[src/design/tpsc_pkg.sv]
// Package for the two-point sensor calibration block.
// Holds the beat and configuration types, register codes, divider sizing and the divider step.
// Depends on nothing; every other design file uses it by scoped names.
`default_nettype none

package tpsc_pkg;

    localparam int HUM_FULL_SCALE   = 1000;
    localparam int TEMP_MAX         = 32767;
    localparam int TEMP_MIN         = -32768;

    localparam int DIV_W            = 28;
    localparam int DIV_STEPS        = 4;
    localparam int DIV_STAGES       = DIV_W / DIV_STEPS;

    localparam int ADDR_W           = 5;
    localparam int DATA_W           = 32;

    typedef enum logic [2:0] {
        REG_HUM_P0_PCT  = 3'd0,
        REG_HUM_P1_PCT  = 3'd1,
        REG_HUM_P0_CNT  = 3'd2,
        REG_HUM_P1_CNT  = 3'd3,
        REG_TEMP_P0_DEG = 3'd4,
        REG_TEMP_P1_DEG = 3'd5,
        REG_TEMP_P0_CNT = 3'd6,
        REG_TEMP_P1_CNT = 3'd7
    } reg_index_t;

    typedef enum logic {
        FUNC_HUM  = 1'b0,
        FUNC_TEMP = 1'b1
    } func_t;

    typedef struct packed {
        logic        [6:0]  hum_point0_percent;
        logic        [6:0]  hum_point1_percent;
        logic signed [15:0] hum_point0_count;
        logic signed [15:0] hum_point1_count;
        logic        [6:0]  temp_point0_degrees;
        logic        [6:0]  temp_point1_degrees;
        logic signed [15:0] temp_point0_count;
        logic signed [15:0] temp_point1_count;
    } cal_cfg_t;

    typedef struct packed {
        logic               func;
        logic signed [15:0] raw_sample;
    } sample_beat_t;

    typedef struct packed {
        logic signed [15:0] reading_tenths;
        logic               cal_error;
    } reading_beat_t;

    // One divider stage: sideband plus partial remainder and dividend/quotient shift word
    typedef struct packed {
        logic              func;
        logic              err;
        logic              sign;
        logic [10:0]       unit0_tenths;
        logic [15:0]       den;
        logic [15:0]       rem;
        logic [DIV_W-1:0]  num;
    } div_stage_t;

    typedef struct packed {
        logic [15:0]       rem;
        logic [DIV_W-1:0]  num;
    } div_rn_t;

    // One restoring step: shift in the next dividend bit, subtract when it fits
    function automatic div_rn_t div_step(div_rn_t cur, logic [15:0] den);
        logic [16:0] trial;
        div_rn_t     nxt;
        trial = {cur.rem, cur.num[DIV_W-1]};
        if (trial >= {1'b0, den})
        begin
            nxt.rem = 16'(trial - {1'b0, den});
            nxt.num = {cur.num[DIV_W-2:0], 1'b1};
        end
        else
        begin
            nxt.rem = trial[15:0];
            nxt.num = {cur.num[DIV_W-2:0], 1'b0};
        end
        return nxt;
    endfunction

endpackage

`default_nettype wire

[src/design/tpsc_front.sv]
// Front end of the calibration pipeline: point select, differences, product, magnitudes.
// Three register stages; uses tpsc_pkg types.
`default_nettype none

module tpsc_front (
    input  wire logic                  clk,
    input  wire logic                  rst_n,
    input  wire tpsc_pkg::cal_cfg_t    cfg,
    input  wire logic                  in_valid,
    output logic                       in_stall,
    input  wire tpsc_pkg::sample_beat_t in_beat,
    output logic                       out_valid,
    input  wire logic                  out_stall,
    output tpsc_pkg::div_stage_t       out_data
);

    typedef struct packed {
        logic               func;
        logic               err;
        logic signed [16:0] diff;
        logic signed [11:0] du10;
        logic signed [16:0] den;
        logic        [10:0] unit0_tenths;
    } s1_t;

    typedef struct packed {
        logic               func;
        logic               err;
        logic signed [28:0] prod;
        logic signed [16:0] den;
        logic        [10:0] unit0_tenths;
    } s2_t;

    logic v1_reg, v2_reg, v3_reg;
    logic ready1, ready2, ready3;
    s1_t  s1_reg, s1_next;
    s2_t  s2_reg, s2_next;
    tpsc_pkg::div_stage_t s3_reg, s3_next;

    assign ready3   = !v3_reg || !out_stall;
    assign ready2   = !v2_reg || ready3;
    assign ready1   = !v1_reg || ready2;
    assign in_stall = !ready1;

    // Stage 1: pick the channel's points, form differences
    always_comb
    begin
        logic        [6:0]  u0, u1;
        logic signed [15:0] c0, c1;
        logic        [7:0]  du;
        logic signed [11:0] du_x;
        if (in_beat.func == tpsc_pkg::FUNC_TEMP)
        begin
            u0 = cfg.temp_point0_degrees;
            u1 = cfg.temp_point1_degrees;
            c0 = cfg.temp_point0_count;
            c1 = cfg.temp_point1_count;
        end
        else
        begin
            u0 = cfg.hum_point0_percent;
            u1 = cfg.hum_point1_percent;
            c0 = cfg.hum_point0_count;
            c1 = cfg.hum_point1_count;
        end
        du   = {1'b0, u1} - {1'b0, u0};
        du_x = {{4{du[7]}}, du};
        s1_next.func         = in_beat.func;
        s1_next.err          = (c1 == c0);
        s1_next.diff         = {in_beat.raw_sample[15], in_beat.raw_sample} - {c0[15], c0};
        s1_next.den          = {c1[15], c1} - {c0[15], c0};
        s1_next.du10         = (du_x <<< 3) + (du_x <<< 1);
        s1_next.unit0_tenths = {1'b0, u0, 3'b000} + {3'b000, u0, 1'b0};
    end

    // Stage 2: the one multiply
    always_comb
    begin
        logic signed [28:0] a, b;
        a = {{12{s1_reg.diff[16]}}, s1_reg.diff};
        b = {{17{s1_reg.du10[11]}}, s1_reg.du10};
        s2_next.func         = s1_reg.func;
        s2_next.err          = s1_reg.err;
        s2_next.prod         = 29'(a * b);
        s2_next.den          = s1_reg.den;
        s2_next.unit0_tenths = s1_reg.unit0_tenths;
    end

    // Stage 3: magnitudes and result sign for the unsigned divider
    always_comb
    begin
        logic [28:0] pneg;
        logic [16:0] dneg;
        pneg = -s2_reg.prod;
        dneg = -s2_reg.den;
        s3_next.func         = s2_reg.func;
        s3_next.err          = s2_reg.err;
        s3_next.sign         = s2_reg.prod[28] ^ s2_reg.den[16];
        s3_next.unit0_tenths = s2_reg.unit0_tenths;
        s3_next.num          = s2_reg.prod[28] ? pneg[27:0] : s2_reg.prod[27:0];
        s3_next.den          = s2_reg.den[16] ? dneg[15:0] : s2_reg.den[15:0];
        s3_next.rem          = '0;
    end

    always_ff @(posedge clk or negedge rst_n)
    begin
        if (!rst_n)
        begin
            v1_reg <= 1'b0;
            v2_reg <= 1'b0;
            v3_reg <= 1'b0;
        end
        else
        begin
            if (ready1) v1_reg <= in_valid;
            if (ready2) v2_reg <= v1_reg;
            if (ready3) v3_reg <= v2_reg;
        end
    end

    always_ff @(posedge clk)
    begin
        if (ready1) s1_reg <= s1_next;
        if (ready2) s2_reg <= s2_next;
        if (ready3) s3_reg <= s3_next;
    end

    assign out_valid = v3_reg;
    assign out_data  = s3_reg;

endmodule

`default_nettype wire

[src/design/tpsc_div.sv]
// Pipelined restoring divider of the calibration block, a few quotient bits per stage.
// Carries the sideband of each beat alongside; uses tpsc_pkg types and div_step.
`default_nettype none

module tpsc_div (
    input  wire logic                  clk,
    input  wire logic                  rst_n,
    input  wire logic                  in_valid,
    output logic                       in_stall,
    input  wire tpsc_pkg::div_stage_t  in_data,
    output logic                       out_valid,
    input  wire logic                  out_stall,
    output tpsc_pkg::div_stage_t       out_data
);

    localparam int N = tpsc_pkg::DIV_STAGES;

    logic                 v_reg  [N];
    logic                 src_v  [N];
    tpsc_pkg::div_stage_t st_reg [N];
    tpsc_pkg::div_stage_t src    [N];
    tpsc_pkg::div_stage_t st_next[N];
    logic [N:0]           ready;

    always_comb
    begin
        ready[N] = !out_stall;
        for (int i = N - 1; i >= 0; i--)
        begin
            ready[i] = !v_reg[i] || ready[i+1];
        end
    end

    assign in_stall = !ready[0];

    always_comb
    begin
        src[0]   = in_data;
        src_v[0] = in_valid;
        for (int i = 1; i < N; i++)
        begin
            src[i]   = st_reg[i-1];
            src_v[i] = v_reg[i-1];
        end
    end

    // Advance each stage's remainder by its share of quotient bits
    always_comb
    begin
        tpsc_pkg::div_rn_t rn;
        for (int i = 0; i < N; i++)
        begin
            rn.rem = src[i].rem;
            rn.num = src[i].num;
            for (int k = 0; k < tpsc_pkg::DIV_STEPS; k++)
            begin
                rn = tpsc_pkg::div_step(rn, src[i].den);
            end
            st_next[i]     = src[i];
            st_next[i].rem = rn.rem;
            st_next[i].num = rn.num;
        end
    end

    always_ff @(posedge clk or negedge rst_n)
    begin
        if (!rst_n)
        begin
            for (int i = 0; i < N; i++)
            begin
                v_reg[i] <= 1'b0;
            end
        end
        else
        begin
            for (int i = 0; i < N; i++)
            begin
                if (ready[i]) v_reg[i] <= src_v[i];
            end
        end
    end

    always_ff @(posedge clk)
    begin
        for (int i = 0; i < N; i++)
        begin
            if (ready[i]) st_reg[i] <= st_next[i];
        end
    end

    assign out_valid = v_reg[N-1];
    assign out_data  = st_reg[N-1];

endmodule

`default_nettype wire

[src/design/tpsc_back.sv]
// Back end of the calibration pipeline: quotient sign, offset add, saturation, output register.
// Two register stages; uses tpsc_pkg types and limits.
`default_nettype none

module tpsc_back (
    input  wire logic                  clk,
    input  wire logic                  rst_n,
    input  wire logic                  in_valid,
    output logic                       in_stall,
    input  wire tpsc_pkg::div_stage_t  in_data,
    output logic                       out_valid,
    input  wire logic                  out_stall,
    output tpsc_pkg::reading_beat_t    out_beat
);

    typedef struct packed {
        logic               func;
        logic               err;
        logic signed [28:0] quot;
        logic        [10:0] unit0_tenths;
    } b1_t;

    logic v1_reg, v2_reg;
    logic ready1, ready2;
    b1_t  b1_reg, b1_next;
    tpsc_pkg::reading_beat_t b2_reg, b2_next;

    assign ready2   = !v2_reg || !out_stall;
    assign ready1   = !v1_reg || ready2;
    assign in_stall = !ready1;

    // Restore the quotient's sign
    always_comb
    begin
        logic [28:0] q;
        q = {1'b0, in_data.num};
        b1_next.func         = in_data.func;
        b1_next.err          = in_data.err;
        b1_next.quot         = in_data.sign ? -q : q;
        b1_next.unit0_tenths = in_data.unit0_tenths;
    end

    // Add the offset of point zero and clamp to the channel's range
    always_comb
    begin
        logic signed [29:0] r;
        r = {b1_reg.quot[28], b1_reg.quot} + {19'b0, b1_reg.unit0_tenths};
        if (b1_reg.err)
        begin
            b2_next.reading_tenths = '0;
        end
        else if (b1_reg.func == tpsc_pkg::FUNC_HUM)
        begin
            if (r < 30'sd0)
                b2_next.reading_tenths = '0;
            else if (r > 30'(tpsc_pkg::HUM_FULL_SCALE))
                b2_next.reading_tenths = 16'(tpsc_pkg::HUM_FULL_SCALE);
            else
                b2_next.reading_tenths = r[15:0];
        end
        else
        begin
            if (r < 30'(tpsc_pkg::TEMP_MIN))
                b2_next.reading_tenths = 16'(tpsc_pkg::TEMP_MIN);
            else if (r > 30'(tpsc_pkg::TEMP_MAX))
                b2_next.reading_tenths = 16'(tpsc_pkg::TEMP_MAX);
            else
                b2_next.reading_tenths = r[15:0];
        end
        b2_next.cal_error = b1_reg.err;
    end

    always_ff @(posedge clk or negedge rst_n)
    begin
        if (!rst_n)
        begin
            v1_reg <= 1'b0;
            v2_reg <= 1'b0;
        end
        else
        begin
            if (ready1) v1_reg <= in_valid;
            if (ready2) v2_reg <= v1_reg;
        end
    end

    always_ff @(posedge clk)
    begin
        if (ready1) b1_reg <= b1_next;
        if (ready2) b2_reg <= b2_next;
    end

    assign out_valid = v2_reg;
    assign out_beat  = b2_reg;

endmodule

`default_nettype wire

[src/design/two_point_sensor_calibration_top.sv]
// Top level of the two-point sensor calibration block: register file, APB port and pipeline.
// Instantiates tpsc_front, tpsc_div and tpsc_back; uses tpsc_pkg.
//
// Usage:
//   Program the two calibration points of each channel through the APB port
//   (eight registers, byte address 4*index, pready always high) while the
//   pipeline is empty. Then stream sample beats: func picks humidity (0) or
//   temperature (1), raw_sample is the sensor count. Each sample beat yields
//   exactly one reading beat, in order, with the value in tenths of a unit and
//   cal_error set when the channel's two counts are equal (reading is 0 then).
//   Throughput is one beat per clock while the reading side is not stalled.
//   From acceptance to the reading beat's valid a beat passes three front
//   stages (point select, multiply, magnitudes), seven divider stages of four
//   quotient bits each (28-bit dividend), and two back stages (sign, offset
//   and clamp) ending in the output register.
//   Every stage holds a valid bit and loads whenever it is empty or the next
//   stage moves, so bubbles close up. When the receiver stalls, the output
//   register holds its beat; the pipeline behind it keeps filling and only
//   stalls the sample side once all twelve stages are full. Nothing is lost
//   or repeated.
//   Reset clears all valid bits and all calibration registers to zero; no
//   clearing pass is needed.
`default_nettype none

module two_point_sensor_calibration_top (
    input  wire logic                            clk,
    input  wire logic                            rst_n,
    input  wire logic                            psel,
    input  wire logic                            penable,
    input  wire logic                            pwrite,
    input  wire logic [tpsc_pkg::ADDR_W-1:0]     paddr,
    input  wire logic [tpsc_pkg::DATA_W-1:0]     pwdata,
    output logic      [tpsc_pkg::DATA_W-1:0]     prdata,
    output logic                                 pready,
    input  wire logic                            sample_valid,
    output logic                                 sample_stall,
    input  wire tpsc_pkg::sample_beat_t          sample,
    output logic                                 reading_valid,
    input  wire logic                            reading_stall,
    output tpsc_pkg::reading_beat_t              reading
);

    tpsc_pkg::cal_cfg_t   cfg_reg;
    tpsc_pkg::reg_index_t reg_idx;
    logic                 wr_en;

    tpsc_pkg::div_stage_t front_data, div_data;
    logic                 front_valid, front_stall;
    logic                 div_valid, div_stall;

    assign pready  = 1'b1;
    assign reg_idx = tpsc_pkg::reg_index_t'(paddr[4:2]);
    assign wr_en   = psel && penable && pwrite && pready;

    // Write on the access cycle; drop bits above each register's width
    always_ff @(posedge clk or negedge rst_n)
    begin
        if (!rst_n)
        begin
            cfg_reg <= '0;
        end
        else if (wr_en)
        begin
            unique case (reg_idx)
                tpsc_pkg::REG_HUM_P0_PCT:  cfg_reg.hum_point0_percent  <= pwdata[6:0];
                tpsc_pkg::REG_HUM_P1_PCT:  cfg_reg.hum_point1_percent  <= pwdata[6:0];
                tpsc_pkg::REG_HUM_P0_CNT:  cfg_reg.hum_point0_count    <= pwdata[15:0];
                tpsc_pkg::REG_HUM_P1_CNT:  cfg_reg.hum_point1_count    <= pwdata[15:0];
                tpsc_pkg::REG_TEMP_P0_DEG: cfg_reg.temp_point0_degrees <= pwdata[6:0];
                tpsc_pkg::REG_TEMP_P1_DEG: cfg_reg.temp_point1_degrees <= pwdata[6:0];
                tpsc_pkg::REG_TEMP_P0_CNT: cfg_reg.temp_point0_count   <= pwdata[15:0];
                tpsc_pkg::REG_TEMP_P1_CNT: cfg_reg.temp_point1_count   <= pwdata[15:0];
                default:                   cfg_reg                     <= cfg_reg;
            endcase
        end
    end

    // Read back as stored, zero-extended
    always_comb
    begin
        unique case (reg_idx)
            tpsc_pkg::REG_HUM_P0_PCT:  prdata = {25'b0, cfg_reg.hum_point0_percent};
            tpsc_pkg::REG_HUM_P1_PCT:  prdata = {25'b0, cfg_reg.hum_point1_percent};
            tpsc_pkg::REG_HUM_P0_CNT:  prdata = {16'b0, cfg_reg.hum_point0_count};
            tpsc_pkg::REG_HUM_P1_CNT:  prdata = {16'b0, cfg_reg.hum_point1_count};
            tpsc_pkg::REG_TEMP_P0_DEG: prdata = {25'b0, cfg_reg.temp_point0_degrees};
            tpsc_pkg::REG_TEMP_P1_DEG: prdata = {25'b0, cfg_reg.temp_point1_degrees};
            tpsc_pkg::REG_TEMP_P0_CNT: prdata = {16'b0, cfg_reg.temp_point0_count};
            tpsc_pkg::REG_TEMP_P1_CNT: prdata = {16'b0, cfg_reg.temp_point1_count};
            default:                   prdata = '0;
        endcase
    end

    tpsc_front u_front (
        .clk       (clk),
        .rst_n     (rst_n),
        .cfg       (cfg_reg),
        .in_valid  (sample_valid),
        .in_stall  (sample_stall),
        .in_beat   (sample),
        .out_valid (front_valid),
        .out_stall (front_stall),
        .out_data  (front_data)
    );

    tpsc_div u_div (
        .clk       (clk),
        .rst_n     (rst_n),
        .in_valid  (front_valid),
        .in_stall  (front_stall),
        .in_data   (front_data),
        .out_valid (div_valid),
        .out_stall (div_stall),
        .out_data  (div_data)
    );

    tpsc_back u_back (
        .clk       (clk),
        .rst_n     (rst_n),
        .in_valid  (div_valid),
        .in_stall  (div_stall),
        .in_data   (div_data),
        .out_valid (reading_valid),
        .out_stall (reading_stall),
        .out_beat  (reading)
    );

endmodule

`default_nettype wire

[config.mk]
export PLATFORM = sky130hd
export DESIGN_NAME = two_point_sensor_calibration_top
export DESIGN_NICKNAME = d
export VERILOG_FILES = /design/src/design/tpsc_pkg.sv /design/src/design/tpsc_front.sv /design/src/design/tpsc_div.sv /design/src/design/tpsc_back.sv /design/src/design/two_point_sensor_calibration_top.sv
export SDC_FILE = /design/constraint.sdc
export NUM_CORES = 2
export LEC_CHECK = 0
export BUFFER_PORTS_ARGS = -buffer_cell sky130_fd_sc_hd__buf_2
export CAP_MARGIN = 10
export CELL_PAD_IN_SITES_DETAIL_PLACEMENT = 1
export CELL_PAD_IN_SITES_GLOBAL_PLACEMENT = 1
export CORE_ASPECT_RATIO = 1.25
export CORE_MARGIN = 2
export CORE_UTILIZATION = 54
export CTS_BUF_LIST = sky130_fd_sc_hd__clkbuf_8
export DETAILED_ROUTE_END_ITERATION = 7
export PLACE_DENSITY_LB_ADDON = 0.1
export SYNTH_ARGS = -nofsm -noshare
export SYNTH_HDL_FRONTEND = slang
export SYNTH_HIERARCHICAL = 1
export SYNTH_SLANG_ARGS = --single-unit
[constraint.sdc]
create_clock -name clk -period 13.25 [get_ports clk]
set_input_delay 2.65 -clock clk [delete_from_list [all_inputs] [get_ports clk]]
set_output_delay 2.65 -clock clk [all_outputs]
set_load 0.005 [all_outputs]
==> results.md <==
- Initial antenna violation count: 5
- Die Y: 390.9 microns
- Routed WL per cell: ~22 microns
- Syn Area/Cell: about 11 sq um
- Final Wtd Congestion: 0.8812
- DP Worst Slack: about 1300 ps
- DR vias: between 40000 and 50000
- Fmax: 82.72 MHz
- Final wirelength: about 180 mm
- RSZ-0062 raised after global routing: no
- Worst Setup EP: u_div/st_reg[5][39]
- Cell area after synthesis: between 60000 and 70000 sq um
- Worst R2R Setup Slack: between 1000 and 1500 ps
- Layout cells sized above 1: ~13%
- Drt via density: 6.028
- Arr. time, crit path: 12670 ps
- Startpoint Class: flop
- Final setup fails: 0
- Cts repair resizes: 0
- DP Wirelength: 139.0 mm
- Final clock skew: about 51 ps
- Cts hold-fix bufs: 0
- Core Region: 118600 sq um
- Filler Cells Inserted: around 13000
- Setup tns final: 0 ps
- Number of port buffers: 77
- Htree depth: 4
- IO Pins: between 100 and 150
- Worst-path maximum fanout: 18
- Vias in the first global route: 51270
- Die Wd: ~310 microns
- Slowest Stage Delay on Critical Path: 560 ps
- Fin crit share: between 90% and 100%
- Starting Density: 54.55%
- Cell mode on critical path: o21ai_0
- Postcts setup bufs: 0
- Hold Fails Final Rpt: 0
- Critical path's slowest cell: o21ai_0
- Yosys warns: 6
- Critical R2R Launch: u_div/st_reg[4][45]
- First-pass GRT wire length: ~280 mm
- Clk root buf: clkbuf_8
- Kind of critical path: flop to flop
- Gr usage total: 28.87%
- CTS clock-pin slew for the worst setup and hold paths: roughly 60 ps
- Sink Count: 819
- CTS buffer count: around 140
- CTS max path bufs: 3
- Post-Syn Instances: 6098
- Slew HR: a little under 20%
- Reg-to-reg endpoint: u_div/st_reg[5][39]
- Row cnt: around 140
- Crit path required time: 13830 ps
- Clock latency on the worst-skew pair: 860 ps
- Die ar.: 122600 sq um
- Worst Hold Class: flop to flop
- Slew Viols, Final: 0
- Reg2Reg Depth: 42
- Maxcap violations: 0
- Synth-to-layout area growth: 7.007%
- Status: finished, final reports clean
- Critical Path End Type: flop
- Worst-margin pin slew: between 1000 and 1500 ps
- Max reg flops: between 400 and 500
- Routed Antenna Nets: 0
- Crit path launch: u_div/st_reg[4][45]
- Drc violations: 0
- Largest net degree at the start of global routing: 76
- Global route overflow: 0
- First-pass DRT Iterations: 6
- Post-route minimum period: between 10000 and 15000 ps
- Clock tree from TritonCTS: yes
- DRT iter0 DRCs: around 2500
- # nets final: slightly above 7000
- Final worst slack: ~1200 ps
[worst max-delay path, delay by kind of cell (launching register included)]
family | cells | cell delay, ps
AOI/OAI and AO/OA | 23 | 6890
adders and majority gates | 4 | 1270
buffers and inverters | 7 | 1410
DFF | 1 | 520
muxes | 2 | 760
and+or+nand+nor | 6 | 950
[area by class of cell]
type	count	area (sq um)	share of cell area, %
multi-input cells	4597	37820	54.65
flip-flops and latches	819	24070	34.79
inverters	551	2068	2.989
clock buffers	148	2037	2.943
well taps	1573	1968	2.844
clock inverters	104	616.8	0.8913
repair buffers	107	613.1	0.8859
diodes	3	7.507	0.01085
[cell usage in the layout, fill, tap and decap left out, types with 70 or more instances in the layout]
master	instances
a21o_1	129
a21oi_1	363
and2_1	102
buf_2	76
clkbuf_8	148
dfrtp_1	104
edfxtp_1	715
fa_1	203
ha_1	589
inv_1	592
mux2_2	348
mux2i_1	78
nand2_1	355
nand2b_1	70
nand3_1	86
nand4_1	95
nor2_1	310
nor2b_1	76
nor3_1	123
o21a_1	107
o21ai_0	252
xnor2_1	326
xor2_1	120
[how the worst min path moves through the flow]
| stage | start | endpoint | slack [ps] | depth (start not counted) |
|---|---|---|---|---|
| after global routing | u_front/out_data[72] | u_div/st_reg[0][72] | 410 | 0 |
| after global placement | u_div/st_reg[5][16] | u_div/st_reg[6][20] | 400 | 0 |
| after detailed placement | u_div/st_reg[5][72] | u_div/st_reg[6][72] | 410 | 0 |
| after floorplan | u_div/st_reg[6][60] | u_back/b1_reg[0] | 400 | 0 |
| final | u_front/out_data[72] | u_div/st_reg[0][72] | 400 | 0 |
| after CTS | u_front/out_data[72] | u_div/st_reg[0][72] | 410 | 0 |
[layer usage]
metal  global-route usage, %  up-vias  part of all wire [%]
met3                   3.253      343                   2.9
li1                        -    22540                     -
met1                   32.60    23870                    40
met2                   54.30      884                    53
met4                   12.86        4                   4.4
met5                       0        -                 0.015
[stage by stage]
step | instances | utilization [%] | hold slack (ps) | instance area, sq um
global placement | 7647 | 56.13 | 400.5 | 66540
detailed placement | 7647 | 56.13 | 405.2 | 66540
floorplan | 6130 | - | 400.3 | 64790
global route | 7901 | 58.37 | 408.6 | 69200
finish | 7902 | 58.37 | 397.9 | 69200
CTS | 7899 | 58.37 | 405.4 | 69200
Power is not shown: default switching activity piles up to over one toggle a cycle in this logic, so the estimate is an artifact.
